==> src/rtl/core/wssf_pkg.sv <==
package wssf_pkg;

    // Default sizes of the line store and of the kernel.
    localparam int MAX_WIDTH_DEF  = 1024;
    localparam int MAX_KERNEL_DEF = 8;

    // Fixed formats of the interface.
    localparam int MAX_HEIGHT = 1024;
    localparam int PIX_W      = 16;
    localparam int COORD_W    = 10;
    localparam int POOL_W     = 32;

    // Queue depths between the front part, the back part and the output.
    localparam int MID_DEPTH   = 8;
    localparam int MID_CNT_W   = $clog2(MID_DEPTH + 1);
    localparam int OUT_DEPTH   = 4;
    localparam int OUT_CNT_W   = $clog2(OUT_DEPTH + 1);

    // Reciprocal table for division by a stride of 1 to 15.
    localparam int RECIP_SHIFT = 20;
    localparam int RECIP_W     = 21;
    localparam logic [RECIP_W-1:0] RECIP_TAB [16] = '{
        21'd1048576, 21'd1048576, 21'd524288, 21'd349526,
        21'd262144,  21'd209716,  21'd174763, 21'd149797,
        21'd131072,  21'd116509,  21'd104858, 21'd95326,
        21'd87382,   21'd80660,   21'd74899,  21'd69906
    };

    // Configuration register indexes.
    localparam logic [2:0] REG_KERNEL_WIDTH  = 3'd0;
    localparam logic [2:0] REG_KERNEL_HEIGHT = 3'd1;
    localparam logic [2:0] REG_STRIDE_X      = 3'd2;
    localparam logic [2:0] REG_STRIDE_Y      = 3'd3;
    localparam logic [2:0] REG_IMAGE_WIDTH   = 3'd4;
    localparam logic [2:0] REG_IMAGE_HEIGHT  = 3'd5;
    localparam logic [2:0] REG_PLANE_GAIN    = 3'd6;
    localparam logic [2:0] REG_PLANE_OFFSET  = 3'd7;

    typedef struct packed {
        logic [3:0]         kernel_width;
        logic [3:0]         kernel_height;
        logic [3:0]         stride_x;
        logic [3:0]         stride_y;
        logic [10:0]        image_width;
        logic [10:0]        image_height;
        logic signed [15:0] plane_gain;
        logic signed [31:0] plane_offset;
    } cfg_t;

    localparam cfg_t CFG_RESET = '{
        kernel_width:  4'd2,
        kernel_height: 4'd2,
        stride_x:      4'd2,
        stride_y:      4'd2,
        image_width:   11'd32,
        image_height:  11'd32,
        plane_gain:    16'sd4096,
        plane_offset:  32'sd0
    };

    // One finished result.
    typedef struct packed {
        logic signed [POOL_W-1:0] pooled_value;
        logic [COORD_W-1:0]       out_col;
        logic [COORD_W-1:0]       out_row;
        logic                     plane_done;
    } res_t;

    // A stride of zero acts as a stride of one.
    function automatic logic [3:0] clamp_stride(input logic [3:0] s);
        return (s == 4'd0) ? 4'd1 : s;
    endfunction

endpackage

==> src/rtl/core/wssf_fifo.sv <==
module wssf_fifo
    import wssf_pkg::*;
#(
    parameter int WIDTH = POOL_W,
    parameter int DEPTH = OUT_DEPTH
)
(
    input  logic                       clk,
    input  logic                       rst_n,
    input  logic                       push,
    input  logic [WIDTH-1:0]           push_data,
    input  logic                       pop,
    output logic [WIDTH-1:0]           pop_data,
    output logic                       empty,
    output logic [$clog2(DEPTH+1)-1:0] count
);

    localparam int PTR_W = (DEPTH > 1) ? $clog2(DEPTH) : 1;
    localparam int CNT_W = $clog2(DEPTH + 1);

    logic [WIDTH-1:0] store_mem [DEPTH];
    logic [PTR_W-1:0] wr_ptr_reg, wr_ptr_next;
    logic [PTR_W-1:0] rd_ptr_reg, rd_ptr_next;
    logic [CNT_W-1:0] count_reg, count_next;
    logic             do_pop;

    // A pop on an empty queue is ignored; the writer never pushes into a full one.
    assign do_pop = pop && (count_reg != '0);

    always_comb
    begin
        wr_ptr_next = wr_ptr_reg;
        rd_ptr_next = rd_ptr_reg;
        count_next  = count_reg;
        if (push)
        begin
            wr_ptr_next = (wr_ptr_reg == PTR_W'(DEPTH - 1)) ? '0 : wr_ptr_reg + 1'b1;
        end
        if (do_pop)
        begin
            rd_ptr_next = (rd_ptr_reg == PTR_W'(DEPTH - 1)) ? '0 : rd_ptr_reg + 1'b1;
        end
        if (push && !do_pop)
        begin
            count_next = count_reg + 1'b1;
        end
        else if (do_pop && !push)
        begin
            count_next = count_reg - 1'b1;
        end
    end

    always_ff @(posedge clk or negedge rst_n)
    begin
        if (!rst_n)
        begin
            wr_ptr_reg <= '0;
            rd_ptr_reg <= '0;
            count_reg  <= '0;
        end
        else
        begin
            wr_ptr_reg <= wr_ptr_next;
            rd_ptr_reg <= rd_ptr_next;
            count_reg  <= count_next;
        end
    end

    // Storage array.
    always_ff @(posedge clk)
    begin
        if (push)
        begin
            store_mem[wr_ptr_reg] <= push_data;
        end
    end

    assign pop_data = store_mem[rd_ptr_reg];
    assign empty    = (count_reg == '0);
    assign count    = count_reg;

endmodule

==> config.mk <==
export PLATFORM = sky130hd
export DESIGN_NAME = wssf_fifo
export DESIGN_NICKNAME = d
export VERILOG_FILES = /design/src/rtl/core/wssf_pkg.sv /design/src/rtl/core/wssf_fifo.sv
export SDC_FILE = /design/constraint.sdc
export NUM_CORES = 1
export LEC_CHECK = 0
export ABC_AREA = 1
export BUFFER_PORTS_ARGS = -buffer_cell sky130_fd_sc_hd__clkbuf_2
export CORE_ASPECT_RATIO = 2
export CORE_MARGIN = 5
export CORE_UTILIZATION = 54
export CTS_BUF_LIST = sky130_fd_sc_hd__clkbuf_16
export DETAILED_ROUTE_END_ITERATION = 10
export PLACE_DENSITY = 0.81
export SYNTH_ARGS = -nofsm -noshare
export SYNTH_HDL_FRONTEND = slang
export SYNTH_SLANG_ARGS = --single-unit
==> constraint.sdc <==
create_clock -name clk -period 1.8 [get_ports clk]
set_input_delay 0.45 -clock clk [delete_from_list [all_inputs] [get_ports clk]]
set_output_delay 0.45 -clock clk [all_outputs]
set_load 0.05 [all_outputs]
# Word level (Yosys, flattened, before mapping)
# Memory sizes are Yosys's and may differ from the RTL's.
# Cells that the tools add are included.
[word_totals] output_inout_bits=36 wordCells=24 inputBits=36 register_bits=7 mem_count=1 mem_bits_rw=128
[classes] addsub=4 mux=6 reduce_logical=8 n_eq_ne=2
[memory_table] memory="store_mem" depth=4 width=32 read_ports=1 rd_ports_with_merged_regs=0 write_ports=1 line_no="wssf_fifo.sv:21" rtl="logic [WIDTH-1:0] store_mem [DEPTH];"
[ops] cell="3-bit two-way mux" n=2
[ops] cell="2-bit by 1-bit adder with 2-bit output, second input constant" n=2
[ops] cell="2-bit equality test, second input constant" n=2
[ops] cell="2-bit two-way mux" n=2
[ops] cell="3-bit by 1-bit adder with 3-bit output, second input constant" n=1
[ops] cell="1-bit logical AND" n=3
[ops] cell="3-bit logical NOT" n=1
[ops] cell="3-bit nonzero test" n=1
[ops] cell="3-bit by 1-bit subtractor with 3-bit output, second input constant" n=1
[ops] cell="1-bit logical NOT" n=2
[ops] cell="1-bit two-way mux" n=2
[ops] cell="2-bit nonzero test" n=1

# Longest topological paths before layout
[logic_depth] ltp_word=5 depth_mapped=11

# Worst setup path before layout
# No wires, ideal clock.
[synth_timing] path_kind="reg2reg" from="register count_reg[0], in the netlist count[0]" to="register count_reg[2], in the netlist count[2]" arrival_time_ns=1.770 setup_slack_ns=-0.089 setup_time_ns=0.119 synth_period_minus_slack_ns=1.889 required_time_ns=1.681 stages_incl_launch_ff=11 path_cell_list="dfrtp_1 -> nor2_1 -> nand2_1 -> nand2_1 -> ha_1 -> inv_1 -> fa_1 -> nand2_1 -> nand3_1 -> nand2_1 -> nand2_1"
[synth_via] elab_chain_len=5
[synth_lines] element="from (decl)" line_no="wssf_fifo.sv:24" rtl="logic [CNT_W-1:0] count_reg, count_next;"
[synth_lines] element="from (signal assigned)" line_no="wssf_fifo.sv:65" rtl="count_reg <= count_next;"
[synth_lines] element="branches (longest 5 deep; another with 3-bit by 1-bit subtractor with 3-bit output)"
# Parallel ways; which one is timed is not known. The select of a mux whose other input is x is not followed.
# A chain may end at the register's enable or synchronous reset.

# Worst setup path after layout
[layout_timing] from="register rd_ptr_reg[0]" to="output pop_data[14]"
[layout_via] elab_chain_len=1
[layout_lines] element="from (decl)" line_no="wssf_fifo.sv:23" rtl="logic [PTR_W-1:0] rd_ptr_reg, rd_ptr_next;"
[layout_lines] element="from (signal assigned)" line_no="wssf_fifo.sv:64" rtl="rd_ptr_reg <= rd_ptr_next;"
[layout_lines] element="memory 4 x 32 bit"
[layout_lines] element="to (decl)" line_no="wssf_fifo.sv:13" rtl="output logic [WIDTH-1:0] pop_data,"
# Every way passes these cells.

==> results.ini <==
[run_status]
status = finished with violations
violations = setup timing

[grt]
grt_pass1_wl_um = 17410
antenna_found_initial = 0
grt_pass1_vias = 3613
grt_max_degree = 64
track_usage_pct = 19.03
grt-ovfl-total = 0

[timing]
hold_viol = 0
timing.fmax_mhz = 470.3
post-route-min-period_ns = 2.126
rsz0062_at_grt = true
relSlewSlack_pct = 79.04
drv_slew = 0
worst_pin_slew_ns = 0.3144
finClkSkew_ns = 0.006192
whs_ns = 0.2595
timing.final.ws_setup_ns = -0.3265
tns_ns = -8.585
setup_viol = 32
timing.final.crit_share_pct = 118.1

[final_layout]
largest_reg_flops = 128
antenna_cells = 0
drive_above_1_share_pct = 24.06
nFillCells = 680
final_core_util_pct = 69.69
fin_nets = 562
area_growth_pct = 27.71

[placed_design]
dp_hpwl_um = 6994
gp_congestion = 0.7389
pre_cts_ws_ns = 0.03702
io_buffer_count = 71

[critical_path]
ff2ff_path_depth = 10
crit_required_ns = 1.35
critPathKind = flop to output pin
end_kind = output pin
crit_fanout = 31
start_kind = flop
cp_data_arrival_time_ns = 1.68
rrSetupSlack_ns = 0.13
rr_startpoint = count[0]
worstReg2RegEnd = count[2]

[yosys]
synth_top_cell_area_share_pct = 70.30
synth_ff_type = edfxtp_1
syn_inst = 428
synthTopCellsByCount = edfxtp_1 (128), nand2_1 (115), inv_1 (75), o211ai_1 (64), buf_2 (18)
ys_types = 17
ys_seq_area_share_pct = 73.50
syn_avg_cell_area_um2 = 12.78
yosys_warnings = 0
synth_area_mm2 = 0.005468
yosys-top-cells-area = edfxtp_1 (70%), o211ai_1 (8.8%), nand2_1 (7.9%), inv_1 (5.1%), dfrtp_1 (3.2%)
synth-seq-cells = 135
synth-edff-count = 128
async_flop_share_pct = 5.185
synth_fp_nets = 471
yosysMostFrequentCell = edfxtp_1
synth_area_leader_cell = edfxtp_1

[die]
die_x_um = 81.15
fp.coreArea_mm2 = 0.01002
die-area_mm2 = 0.01236
ioPinCount = 72
chipHeight_um = 152.3
rows = 52
initial_utilization_pct = 54.57

[pwr]
p_clk_share_pct = 22.2
finalPower_mw = 13.86
pwr-share-comb_pct = 47.0
seq_power_share_pct = 30.8
power_switching_mw = 5.598
vdd.ir_drop.worst_mv = 1.689
powerDensity_mw_per_mm2 = 1985
p_leak_nw = 2.877
swShare_pct = 40.38
intPower_mw = 8.266

[drt]
finalWirelength_um = 11190
detail-route-antenna-nets = 0
num_vias = 3416
vias_per_cell = 5.121
initialDrtViolationCount = 191
first_pass_iters = 4
detail_route.wl_per_cell_um = 16.78
drc = 0

[cts]
numCtsBuffers = 17
htree_levels = 4
path_clk_slew_ns = 0.06
cts-root-buf = clkbuf_16
clockBufferDepth = 2
clock_sinks = 135
cts_tree = built
insertion_delay_ns = 0.41

[hold_path]
hold_path_class = input pin to flop
worstHoldEndpoint = store_mem[0][1]
hold_path_startpoint = push_data[1]
whs_path_depth = 1

[flow_run]
drv_cap = 0

-- metrics by stage --
stage,instances,area (µm²)
after floorplan,428,5472
after global placement,630,6072
after detailed placement,630,6072
after CTS,665,6874
after global routing,667,6983
final,667,6983
-- power groups by stage --
| stage | clock [mW] | combinational (mW) | sequential [mW] |
|---|---|---|---|
| after global routing | 3.26 | 6.92 | 4.30 |
| after detailed placement | 0 | 5.26 | 4.33 |
| after global placement | 0 | 5.15 | 4.29 |
| after CTS | 3.11 | 6.06 | 4.25 |
| after floorplan | 0 | 3.78 | 4.38 |
| final | 3.08 | 6.52 | 4.26 |
-- what timing repair did --
action | CTS | global route
buffers inserted | 2 | 1
gates cloned | 0 | 1
pin swaps | 6 | 15
resized for setup | 59 | 43
hold buffers | 1 | 0
hold endpoints to repair | 7 | 0
setup endpoints to repair | 33 | 34
-- cell type report --
type	instances	area [µm²]	share of cell area [%]
Tap cell	135	168.9	2.419
Inverter	76	287.8	4.121
Clock inverter	15	112.6	1.613
Clock buffer	17	425.4	6.092
Timing Repair Buffer	93	898.4	12.87
Sequential cell	135	4026	57.66
Multi-Input combinational cell	196	1064	15.23
-- placed cells by master, fill, tap and decap left out, drive strengths merged, types with 2 or more instances in the layout --
master	n
ha	6
nand3	3
dfrtp	7
nor2	3
nand2	115
buf	50
clkbuf	59
o211ai	64
edfxtp	128
clkinv	9
clkinvlp	4
o21ai	2
inv	77
-- worst max-delay path by stage --
stage	start	to	slack, ns
global placement	rd_ptr_reg[0]	pop_data[17]	0.08
finish	rd_ptr_reg[0]	pop_data[14]	-0.33
floorplan	count[0]	count[2]	0.03
CTS	rd_ptr_reg[0]	pop_data[25]	-0.35
global route	rd_ptr_reg[0]	pop_data[14]	-0.37
detailed placement	rd_ptr_reg[0]	pop_data[22]	0.04
-- routing by layer --
| layer | vias to the layer above | part of all wire (%) | GRT usage [%] |
|---|---|---|---|
| met2 | 80 | 58 | 35.07 |
| met4 | 0 | 1.4 | 7.736 |
| met5 | - | 0 | 0 |
| li1 | 1655 | - | - |
| met3 | 16 | 4.0 | 4.556 |
| met1 | 1665 | 36 | 19.82 |
-- worst max-delay path, stage by stage, from the launching register on --
cell       delay (ns)
dfrtp_4          0.54
clkbuf_16        0.22
o211ai_1         0.19
nand2_1          0.14
buf_8            0.18
-- logic make-up after synthesis --
group           after synthesis  synth area share [%]
buf+inv                      97                 7.140
xor+xnor                      1                0.1602
flops                       135                 73.50
simple gates                122                 8.490
compound gates               66                 8.970
fa+ha+maj                     7                 1.739
Note: power is estimated with default switching activity, not from simulation.
