[src/rtl/core/wssf_pkg.sv]
package wssf_pkg;

    // Default sizes of the line store and of the kernel.
    localparam int MAX_WIDTH_DEF  = 1024;
    localparam int MAX_KERNEL_DEF = 8;

    // Fixed formats of the interface.
    localparam int MAX_HEIGHT = 1024;
    localparam int PIX_W      = 16;
    localparam int COORD_W    = 10;
    localparam int POOL_W     = 32;

    // Queue depths between the front part, the back part and the output.
    localparam int MID_DEPTH   = 8;
    localparam int MID_CNT_W   = $clog2(MID_DEPTH + 1);
    localparam int OUT_DEPTH   = 4;
    localparam int OUT_CNT_W   = $clog2(OUT_DEPTH + 1);

    // Reciprocal table for division by a stride of 1 to 15.
    localparam int RECIP_SHIFT = 20;
    localparam int RECIP_W     = 21;
    localparam logic [RECIP_W-1:0] RECIP_TAB [16] = '{
        21'd1048576, 21'd1048576, 21'd524288, 21'd349526,
        21'd262144,  21'd209716,  21'd174763, 21'd149797,
        21'd131072,  21'd116509,  21'd104858, 21'd95326,
        21'd87382,   21'd80660,   21'd74899,  21'd69906
    };

    // Configuration register indexes.
    localparam logic [2:0] REG_KERNEL_WIDTH  = 3'd0;
    localparam logic [2:0] REG_KERNEL_HEIGHT = 3'd1;
    localparam logic [2:0] REG_STRIDE_X      = 3'd2;
    localparam logic [2:0] REG_STRIDE_Y      = 3'd3;
    localparam logic [2:0] REG_IMAGE_WIDTH   = 3'd4;
    localparam logic [2:0] REG_IMAGE_HEIGHT  = 3'd5;
    localparam logic [2:0] REG_PLANE_GAIN    = 3'd6;
    localparam logic [2:0] REG_PLANE_OFFSET  = 3'd7;

    typedef struct packed {
        logic [3:0]         kernel_width;
        logic [3:0]         kernel_height;
        logic [3:0]         stride_x;
        logic [3:0]         stride_y;
        logic [10:0]        image_width;
        logic [10:0]        image_height;
        logic signed [15:0] plane_gain;
        logic signed [31:0] plane_offset;
    } cfg_t;

    localparam cfg_t CFG_RESET = '{
        kernel_width:  4'd2,
        kernel_height: 4'd2,
        stride_x:      4'd2,
        stride_y:      4'd2,
        image_width:   11'd32,
        image_height:  11'd32,
        plane_gain:    16'sd4096,
        plane_offset:  32'sd0
    };

    // One finished result.
    typedef struct packed {
        logic signed [POOL_W-1:0] pooled_value;
        logic [COORD_W-1:0]       out_col;
        logic [COORD_W-1:0]       out_row;
        logic                     plane_done;
    } res_t;

    // A stride of zero acts as a stride of one.
    function automatic logic [3:0] clamp_stride(input logic [3:0] s);
        return (s == 4'd0) ? 4'd1 : s;
    endfunction

endpackage

[src/rtl/core/wssf_back.sv]
module wssf_back
    import wssf_pkg::*;
#(
    parameter int MAX_KERNEL = MAX_KERNEL_DEF
)
(
    input  logic                                         clk,
    input  logic                                         rst_n,
    input  cfg_t                                         cfg,
    input  logic                                         mid_empty,
    output logic                                         mid_pop,
    input  logic signed [PIX_W+2*$clog2(MAX_KERNEL)-1:0] mid_wsum,
    input  logic [COORD_W-1:0]                           mid_col,
    input  logic [COORD_W-1:0]                           mid_row,
    input  logic                                         mid_last,
    input  logic [OUT_CNT_W-1:0]                         out_count,
    output logic                                         out_push,
    output res_t                                         out_res
);

    localparam int WS_W  = PIX_W + 2 * $clog2(MAX_KERNEL);
    localparam int PW    = 16 + WS_W;
    localparam int SUM_W = POOL_W + 1;

    logic b1_reg, b2_reg;

    // Take a window sum only when the output queue can hold everything in flight.
    assign mid_pop = !mid_empty &&
                     (((OUT_CNT_W+1)'(out_count) + (OUT_CNT_W+1)'(b1_reg)
                       + (OUT_CNT_W+1)'(b2_reg)) < (OUT_CNT_W+1)'(OUT_DEPTH));

    always_ff @(posedge clk or negedge rst_n)
    begin
        if (!rst_n)
        begin
            b1_reg <= 1'b0;
            b2_reg <= 1'b0;
        end
        else
        begin
            b1_reg <= mid_pop;
            b2_reg <= b1_reg;
        end
    end

    // Weight multiply.
    logic signed [PW-1:0] prod_reg;
    logic [COORD_W-1:0]   col1_reg, row1_reg;
    logic                 last1_reg;

    always_ff @(posedge clk)
    begin
        if (mid_pop)
        begin
            prod_reg  <= PW'(cfg.plane_gain) * PW'(mid_wsum);
            col1_reg  <= mid_col;
            row1_reg  <= mid_row;
            last1_reg <= mid_last;
        end
    end

    // Floor shift, bias add and saturation to 32 bits.
    logic signed [PW-1:0]    scaled;
    logic signed [SUM_W-1:0] biased;
    logic signed [POOL_W-1:0] sat;

    always_comb
    begin
        scaled = prod_reg >>> 12;
        biased = SUM_W'(cfg.plane_offset) + SUM_W'(scaled);
        if (biased[SUM_W-1] == biased[SUM_W-2])
        begin
            sat = POOL_W'(biased);
        end
        else if (biased[SUM_W-1])
        begin
            sat = {1'b1, {(POOL_W-1){1'b0}}};
        end
        else
        begin
            sat = {1'b0, {(POOL_W-1){1'b1}}};
        end
    end

    res_t res2_reg;

    always_ff @(posedge clk)
    begin
        if (b1_reg)
        begin
            res2_reg.pooled_value <= sat;
            res2_reg.out_col      <= col1_reg;
            res2_reg.out_row      <= row1_reg;
            res2_reg.plane_done   <= last1_reg;
        end
    end

    assign out_push = b2_reg;
    assign out_res  = res2_reg;

endmodule
[config.mk]
export PLATFORM = sky130hd
export DESIGN_NAME = wssf_back
export DESIGN_NICKNAME = d
export VERILOG_FILES = /design/src/rtl/core/wssf_pkg.sv /design/src/rtl/core/wssf_back.sv
export SDC_FILE = /design/constraint.sdc
export NUM_CORES = 1
export LEC_CHECK = 0
export BUFFER_PORTS_ARGS = -buffer_cell sky130_fd_sc_hd__buf_2
export CAP_MARGIN = 20
export CORE_ASPECT_RATIO = 1.5
export CORE_UTILIZATION = 35
export CTS_BUF_LIST = sky130_fd_sc_hd__clkbuf_8 sky130_fd_sc_hd__clkbuf_16
export CTS_CLUSTER_SIZE = 12
export DETAILED_ROUTE_END_ITERATION = 8
export SLEW_MARGIN = 20
export SYNTH_ARGS = -nofsm -noshare
export SYNTH_HDL_FRONTEND = slang
export SYNTH_SLANG_ARGS = --single-unit
[constraint.sdc]
create_clock -name clk -period 6.1 [get_ports clk]
set_input_delay 0.915 -clock clk [delete_from_list [all_inputs] [get_ports clk]]
set_output_delay 0.915 -clock clk [all_outputs]
set_load 0.01 [all_outputs]
# --- Word-level counts from Yosys, hierarchy flattened ---
# Cells that the tools add are included.
classes:
  magnitude_cmp: 1
  reduce_logical: 2
  add_sub_neg: 3
  n_mul: 1
  muxes: 2
  eq_ne: 1
ops:
  columns: ["op", "count"]
  rows:
  - ["32-bit two-way mux", 2]
  - ["16-bit by 22-bit multiplier with 38-bit output", 1]
  - ["32-bit by 26-bit adder with 33-bit output", 1]
  - ["3-bit by 1-bit adder with 4-bit output", 1]
  - ["4-bit by 1-bit adder with 4-bit output", 1]
  - ["4-bit by 3-bit less-than comparator with 1-bit output, second input constant", 1]
  - ["1-bit == test", 1]
  - ["1-bit logical AND", 1]
  - ["1-bit logical NOT", 1]
totals:
  inputBits: 135
  word_cells: 20
  out_inout_bits: 55
  reg_bits: 114

# --- Logic depth before layout (Yosys ltp) ---
depth:
  word_depth: 4
  mapped_depth: 25
  ltp_nobuf: 24

# --- Worst setup path after synthesis ---
# Ideal clock, no wire load.
synth_timing:
  path_type: "input -> register"
  startpoint: "input mid_wsum[21]"
  endpoint: "register prod_reg[32], data pin"
  cell_stages: 23
  setup_ns: 0.180
  path_slack_ns: -0.593
  n_path_buf: 1
  required_time_ns: 5.920
  arrival_ns: 6.513
  cell_sequence: "clkbuf_1 > nand2_1 > inv_1 > fa_1 > fa_1 > inv_1 > fa_1 > inv_1 > fa_1 > fa_1 > inv_1 > fa_1 > inv_1 > ha_1 > a21o_1 > a21o_1 > a21oi_1 > nand3_1 > a21oi_1 > nor4_1 > or3_1 > a311o_1 > o311ai_1"
synth_via:
  elab_chain_cells: 1
synth_rtl:
  columns: ["element", "line_no", "rtl"]
  rows:
  - ["from (decl)", "wssf_back.sv:12", "input logic signed [PIX_W+2*$clog2(MAX_KERNEL)-1:0] mid_wsum,"]
  - ["16-bit by 22-bit multiplier with 38-bit output", "wssf_back.sv:55", "prod_reg <= PW'(cfg.plane_gain) * PW'(mid_wsum);"]
  - ["to (signal assigned)", "wssf_back.sv:55", null]
  - ["to (decl)", "wssf_back.sv:47", "logic signed [PW-1:0] prod_reg;"]
# Every way passes these cells.
# A chain may end at the register's enable or synchronous reset.

# --- Final worst setup path ---
layout_timing:
  startpoint: "input cfg[46] (netlist name)"
  endpoint: "register prod_reg[32], data pin"
layout_via:
  elab_chain_cells: 1
layout_rtl:
  columns: ["element", "line_no", "rtl"]
  rows:
  - ["from (decl)", "wssf_back.sv:9", "input cfg_t cfg,"]
  - ["16-bit by 22-bit multiplier with 38-bit output", "wssf_back.sv:55", null]
# Every way passes these cells.

==> results_dict.tcl <==
set metrics [dict create \
    synth_cells 1745 \
    rsz0062_at_grt "yes" \
    crit_slowest_cell "fa_2" \
    cp.arrival_ps 6570 \
    max_freq_ghz 0.156 \
    vias 12609 \
    core_um2 48900 \
    synthMostInstantiatedCell "inv_1" \
    cp_data_required_time_ps 6280 \
    synth_cell_types 56 \
    chipWidth_um 184 \
    run_status "finished, violations left" \
    clk_latency_ps 350 \
    regArea_um2 3060 \
    relSlewSlack_pct 36.7 \
    synth.top_cell.area_share_pct 39.8 \
    via_per_inst 4.63 \
    worst_path_most_repeated_cell "fa_1" \
    timing.final.ws_setup_ps -290 \
    hold_viol 0 \
    failed_checks "negative setup slack" \
    cts_max_path_buffers 2 \
    cp_max_fo 4 \
    wirelength_um 42100 \
    cts_buffers 9 \
    fin_crit_sh_pct 105 \
    gr-total-overflow 0 \
    place_ws_ps -726 \
    multi_input_area_um2 13000 \
    maxCapViolCount 0 \
    synth_nets 2350 \
    ios 190 \
    cts_tree "done" \
    synth_top_cell_by_area "fa_1" \
    synth_area_um2 17400 \
    die_y_um 275 \
    async_reset_ff_share_pct 1.96 \
    grt_max_degree 56 \
    drc 0 \
    cts.sinks 102 \
    final.fill_count 4569 \
    antenna_cells 0 \
    cts_root_buf "clkbuf_16" \
    drive_gt1_share_pct 23.6 \
    syn2layout_area_growth_pct 24.8 \
    max_stage_delay_ps 630 \
    rows 99 \
    start_util_pct 35.6 \
    dp_cells 2672 \
    grt_use_total_pct 17.1 \
    setup_viol 18 \
    start_kind "input pin" \
    firstDrtPassIters 5 \
    fin_cells 2724 \
    largest_register_ffs 53 \
    whs_ps 337 \
    worstHoldPathType "in -> async" \
    hold_buffers 0 \
    timing.critical_path.buf_inv 4 \
    synth_top_flop_cell "edfxtp_1" \
    crit_type "in -> reg" \
    period_minus_slack_ps 6390 \
    worst_pin_slew_ps 950 \
    grt_first_pass_wirelength_um 68400 \
    nets 2668 \
    finalMaxSlewViolations 0 \
    ys_seq_area_share_pct 17.5 \
    grt_pass1_vias 13862 \
    synth_edf_count 100 \
    wl_per_cell_um 15.5 \
    cts_max_level 3 \
    ys_ff_latch 102 \
    cp-end-kind "register" \
    drtIter0Drc 501 \
    die_area_um2 50700 \
    antenna_left 0 \
    clk_pin_slew_ps 70 \
    ys_warn_count 0 \
    crit_chain "buf_8 > buf_6 > and2_4 > fa_1 > fa_2 > fa_1 > fa_1 > fa_1 > inv_1 > fa_1 > inv_2 > ha_4 > a21o_1 > a21o_1 > a21oi_2 > nand3_2 > a21oi_4 > nor4_4 > or3_4 > a311o_1 > o311ai_2" \
    antenna_found_initial 0 \
    synth.avg_cell_area_um2 9.98 \
    ys_top_cells_by_area "fa_1, edfxtp_1, inv_1" \
    dp_hpwl_um 35000 \
    fin_skew_ps 7.41 \
    place_congestion 0.859 \
    port_buffers 151 \
    yosys-top-cells-count "inv_1, fa_1, nand2_1, and2_1, ha_1" \
    crit_family "adder cells" \
]
-- layer usage --
layer  wire (um)  track usage [%]
met4        1310             6.03
met5           0                0
met3        1880             1.58
met2       22000             32.0
met1       16900             20.3
-- cells by family after synthesis --
family | count (synthesis) | share of synthesized area [%]
AO/OA/AOI/OAI | 152 | 6.07
adder cells (fa/ha/maj) | 501 | 50.5
XOR/XNOR | 59 | 2.97
AND/OR/NAND/NOR | 452 | 12.5
buffers and inverters | 479 | 10.5
flip-flops | 102 | 17.5
-- what timing repair did --
item                       4_1_cts  5_1_grt
buffers inserted                14       22
gates resized for setup         77      112
setup endpoints to repair       18       19
cloned                           1        3
pin swaps                       40       78
-- cell usage in the layout (no fill, tap or decap), types with 10 or more instances in the layout --
cell type | Yosys | layout
a21oi_1 | 51 | 43
xnor2_1 | 47 | 44
buf_2 | 3 | 121
buf_12 | 0 | 20
nor2_1 | 40 | 34
fa_2 | 0 | 10
edfxtp_1 | 100 | 100
nand2b_1 | 14 | 14
clkbuf_16 | 0 | 12
inv_1 | 417 | 402
maj3_1 | 31 | 31
xor2_1 | 12 | 12
a21o_1 | 19 | 19
and2_4 | 0 | 13
and2_1 | 136 | 123
buf_4 | 0 | 181
nand2_1 | 216 | 205
buf_6 | 3 | 30
fa_1 | 346 | 336
inv_2 | 1 | 17
ha_1 | 124 | 114
-- final timing paths --
kind | start | end | slack (ps) | cells past startpoint
min in group clk | col1_reg[5] | out_res[16] | 420 | 0
max reg2reg | prod_reg[12] | out_res[22] | 2390 | 12
max | cfg[46] | prod_reg[32] | -290 | 21
min | rst_n | out_push | 340 | 1
min reg2reg | col1_reg[5] | out_res[16] | 420 | 0
max in group asynchronous | rst_n | b1_reg | 5650 | 1
-- area by class of cell --
| class | count | share of cell area, % |
|---|---|---|
| multi-input cells | 1164 | 60.0 |
| flip-flops and latches | 102 | 14.1 |
| repair buffers | 367 | 13.6 |
| inverters | 419 | 7.25 |
| well taps | 656 | 3.78 |
| clock buffers | 9 | 1.04 |
| clock inverters | 7 | 0.334 |
-- through the flow --
step	instance area (um^2)	setup TNS [ps]	utilization (%)
2_1_floorplan	17900	-451	-
3_3_place_gp	20400	-10550	41.7
3_5_place_dp	20400	-11790	41.7
4_1_cts	21100	-1970	43.1
5_1_grt	21700	-6940	44.4
6_report	21700	-2730	44.4
Power is not shown: default switching activity piles up to over one toggle a cycle in this logic, so the estimate is an artifact.
